## src/sv/spq_pkg.sv

```systemverilog
// ----------------------------------------------------------------------------
// spq_pkg
// shared types and constants for the sorted priority queue
// ----------------------------------------------------------------------------
package spq_pkg;

    localparam int KEY_W        = 32;
    localparam int TAG_W        = 16;
    localparam int OCC_W        = 7;
    localparam int CAPACITY_DEF = 64;

    typedef enum logic {
        OP_INSERT = 1'b0,
        OP_REMOVE = 1'b1
    } op_t;

    typedef logic signed [KEY_W-1:0] key_t;
    typedef logic        [TAG_W-1:0] tag_t;
    typedef logic        [OCC_W-1:0] occ_t;

    typedef struct packed {
        key_t key;
        tag_t tag;
    } entry_t;

    // broadcast to every cell
    typedef struct packed {
        logic   insert;
        logic   remove;
        entry_t entry;
    } cmd_t;

    // what a cell hands to its neighbours: less flag and entry to the right, entry to the left
    typedef struct packed {
        logic   less;
        entry_t entry;
    } link_t;

endpackage

```

## src/sv/spq_cell.sv

```systemverilog
// ----------------------------------------------------------------------------
// spq_cell
// one slot of the sorted array: holds an entry, shifts right on insert,
// left on remove
// ----------------------------------------------------------------------------
module spq_cell (
    input  logic           clk,
    input  spq_pkg::cmd_t  cmd,
    input  logic           occupied,
    input  spq_pkg::link_t prev,
    input  spq_pkg::entry_t next_entry,
    output spq_pkg::link_t link
);
    import spq_pkg::*;

    entry_t entry_reg;
    entry_t entry_next;
    logic   less;

    // empty slot counts as smaller than anything
    assign less = !occupied || (entry_reg.key < cmd.entry.key);

    always_comb
    begin
        entry_next = entry_reg;
        if (cmd.insert && less)
        begin
            entry_next = prev.less ? prev.entry : cmd.entry;
        end
        else if (cmd.remove)
        begin
            entry_next = next_entry;
        end
    end

    always_ff @(posedge clk)
    begin
        entry_reg <= entry_next;
    end

    assign link.less  = less;
    assign link.entry = entry_reg;

endmodule
```

## config.mk

```make
export PLATFORM = sky130hd
export DESIGN_NAME = spq_cell
export DESIGN_NICKNAME = d
export VERILOG_FILES = /design/src/sv/spq_pkg.sv /design/src/sv/spq_cell.sv
export SDC_FILE = /design/constraint.sdc
export NUM_CORES = 1
export LEC_CHECK = 0
export BUFFER_PORTS_ARGS = -buffer_cell sky130_fd_sc_hd__buf_2
export CAP_MARGIN = 20
export CORE_ASPECT_RATIO = 0.9
export CORE_MARGIN = 2
export CORE_UTILIZATION = 41
export CTS_BUF_LIST = sky130_fd_sc_hd__clkbuf_8
export DETAILED_ROUTE_END_ITERATION = 10
export MAX_ROUTING_LAYER = met4
export PLACE_DENSITY = 0.79
export SYNTH_ARGS = -nofsm -noshare
export SYNTH_HDL_FRONTEND = slang
export SYNTH_SLANG_ARGS = --single-unit
```

## constraint.sdc

```tcl
create_clock -name clk -period 3.6 [get_ports clk]
set_input_delay 0.72 -clock clk [delete_from_list [all_inputs] [get_ports clk]]
set_output_delay 0.72 -clock clk [all_outputs]
set_load 0.005 [all_outputs]
```

==> impl_metrics.env <==
export IMPL_crit_family="compound AO/OA/AOI/OAI gates"
export IMPL_drt_wl_total_um=8840
export IMPL_setup_viol=0
export IMPL_first_iter_violations=64
export IMPL_grt_ovfl_total=0
export IMPL_worst_path_stages=8
export IMPL_fin_setup_tns_ns=0
export IMPL_clk_latency_ns=0.30
export IMPL_synth_compound_area_share_pct=10.3
export IMPL_cp_end_kind="primary output"
export IMPL_synthTopCellsByArea="edfxtp_1, mux2_2, ha_1"
export IMPL_post_cts_buffers=0
export IMPL_postCtsHoldBufs=0
export IMPL_synth_flop_cell="edfxtp_1"
export IMPL_root_buffer="clkbuf_8"
export IMPL_wl_per_cell_um=14.6
export IMPL_slew_viol_final=0
export IMPL_slew_limit_headroom_pct=45.1
export IMPL_synthXorXnorAreaFrac_pct=0
export IMPL_crit_chain="buf_2 -> inv_1 -> ha_1 -> a2111oi_0 -> a2111oi_0 -> o31a_1 -> o311ai_0 -> buf_2"
export IMPL_critPathBufInv=3
export IMPL_drcViolationCount=0
export IMPL_grt_pass1_vias=3093
export IMPL_vias=3029
export IMPL_place_area_um2=4450
export IMPL_ios=198
export IMPL_max_freq_ghz=0.308
export IMPL_synth_largest_area_cell="edfxtp_1"
export IMPL_tightest_slew_ns=0.824
export IMPL_status="finished, final reports clean"
export IMPL_grt_setup_unrepaired="false"
export IMPL_vias_per_cell=5.01
export IMPL_fill_cells=728
export IMPL_layout_cells_non_filler=604
export IMPL_post_route_period_util_pct=90.2
export IMPL_fp_dieW_um=99.7
export IMPL_core_area_um2=8030
export IMPL_rows=31
export IMPL_p_per_area_nw_per_um2=387
export IMPL_cts_made_buffers=5
export IMPL_synth_top_area_share_pct=42.7
export IMPL_clock_skew_ns=0.00885
export IMPL_async_reset_ff_share_pct=0
export IMPL_min_period_ns=3.25
export IMPL_yosysWarnings=0
export IMPL_critical_path_arrival_ns=2.53
export IMPL_critPathMaxStageDelay_ns=0.36
export IMPL_timing_reg2reg_setup_slack_ns=0.58
export IMPL_synthAdderAreaFrac_pct=11.5
export IMPL_hold_viol=0
export IMPL_hold_ws_ns=0.700
export IMPL_synthTopCellsByCount="mux2_2, edfxtp_1, nand2_1, inv_1, o21ai_0"
export IMPL_hold_path_class="primary input to flip-flop"
export IMPL_startpoint="cmd[17]"
export IMPL_areaGrowthSynthToFinish_pct=35.4
export IMPL_cts_resized=0
export IMPL_crit_slowest_cell="a2111oi_0"
export IMPL_final_cell_area_um2=4570
export IMPL_rr_endpoint="link[18]"
export IMPL_drive_gt1_share_pct=53.0
export IMPL_tritoncts="done"
export IMPL_dp_cells=595
export IMPL_track_usage_pct=19.7
export IMPL_dieArea_um2=8980
export IMPL_largest_register_ffs=48
export IMPL_p_leak_nw=2.24
export IMPL_gp_congestion=0.901
export IMPL_synth_top_family_by_area="multiplexers"
export IMPL_synth_area_per_cell_um2=10.9
export IMPL_portBuffers=197
export IMPL_required_ns=2.88
export IMPL_grt_start_max_net_pins=49
export IMPL_synth_most_common_cell="mux2_2"
export IMPL_synth_cell_types=32
export IMPL_synth_simple_gate_area_share_pct=7.26
export IMPL_synth_edf_count=48
export IMPL_ys_seq_area_share_pct=42.7
export IMPL_hpwl_um=7150
export IMPL_cts_path_max_buffers=2
export IMPL_synth_mux_area_share_pct=21.7
export IMPL_synth_area_um2=3380
export IMPL_htree_levels=2
export IMPL_r2r_start="link[43]"
export IMPL_start_util_pct=42.1
export IMPL_clk_pin_slew_ns=0.09
export IMPL_criticalPathCategory="primary input to primary output"
export IMPL_ir_worst_vdd_v=0.000221
export IMPL_synth_net_count=490
export IMPL_cap_viol_max_count=0
export IMPL_antenna_found_initial=0
export IMPL_rr_worst_depth=8
export IMPL_synthCells=310
export IMPL_die_h_um=90.1
export IMPL_dr_pass1_iters=4
export IMPL_fin_nets=683
export IMPL_cp_start_kind="primary input"
export IMPL_cts_sinks=48
export IMPL_ys_ff_latch=48
export IMPL_worst_path_max_fanout=2
export IMPL_grt_first_pass_wirelength_um=13800
export IMPL_worstSetupEndpoint="link[48]"
export IMPL_postRouteAntennaNets=0
==> layer usage <==
metal / vias up / part of all wire (%) / GRT usage (%)
met1: 1366 / 41 / 22.8
met4: 0 / 2.4 / 6.28
met5: - / 0 / -
met3: 20 / 7.2 / 4.28
met2: 131 / 49 / 34.0
li1: 1512 / - / -
==> through the flow <==
stage               setup slack [ns]  power [mW]  utilization, %
floorplan                      0.180        1.13               -
global placement               0.314        1.36            55.5
global route                  0.0789        1.89            56.9
CTS                            0.314        1.80            56.9
detailed placement             0.148        1.39            55.5
finish                         0.352        1.77            57.0
==> cells in the final DEF (no fill, tap or decap), drive strengths merged <==
cell	netlist	final
a2111oi	2	2
a21o	2	2
nand4bb	1	1
nand4	4	4
inv	36	36
a211o	1	1
nor2	2	2
o211ai	1	1
nand2	41	41
and3	1	1
and4	1	1
diode	0	1
or2	1	1
mux2	65	65
bufinv	0	1
clkbuf	9	5
edfxtp	48	48
a31oi	1	1
nor4	1	1
o31a	1	1
a221oi	1	1
clkinv	0	2
o221ai	2	2
o311ai	1	1
o22ai	1	1
a21oi	11	11
ha	31	31
o21a	1	1
buf	6	201
o21ai	35	35
nand3b	1	1
nand2b	2	2
==> cell families after synthesis <==
logic type | count (synthesis)
multiplexers | 65
AO/OA/AOI/OAI | 60
AND/OR/NAND/NOR | 55
buffers and inverters | 51
flip-flops | 48
adder cells (fa/ha/maj) | 31
==> worst min path at each step <==
stage	start	depth (start not counted)	to
2_1_floorplan	next_entry[38]	1	link[38]
3_3_place_gp	next_entry[44]	2	link[44]
3_5_place_dp	next_entry[38]	2	link[38]
4_1_cts	next_entry[38]	2	link[38]
5_1_grt	next_entry[42]	2	link[42]
6_report	next_entry[38]	2	link[38]
==> where the power goes <==
| group | internal (mW) | total [mW] | switching [mW] |
|---|---|---|---|
| Sequential | 0.742 | 0.785 | 0.0435 |
| Clock | 0.209 | 0.400 | 0.191 |
| Combinational | 0.307 | 0.585 | 0.278 |
==> final cells by class <==
| cell class | instances | area [µm²] | area share [%] |
|---|---|---|---|
| Antenna cell | 1 | 2.50 | 0.0547 |
| Clock buffer | 5 | 68.8 | 1.50 |
| Clock inverter | 3 | 47.5 | 1.04 |
| Inverter | 36 | 135 | 2.95 |
| Multi-Input combinational cell | 211 | 1730 | 37.7 |
| Sequential cell | 48 | 1440 | 31.5 |
| Tap cell | 99 | 124 | 2.71 |
| Timing Repair Buffer | 201 | 1030 | 22.5 |
Note: power is estimated with default switching activity, not from simulation.
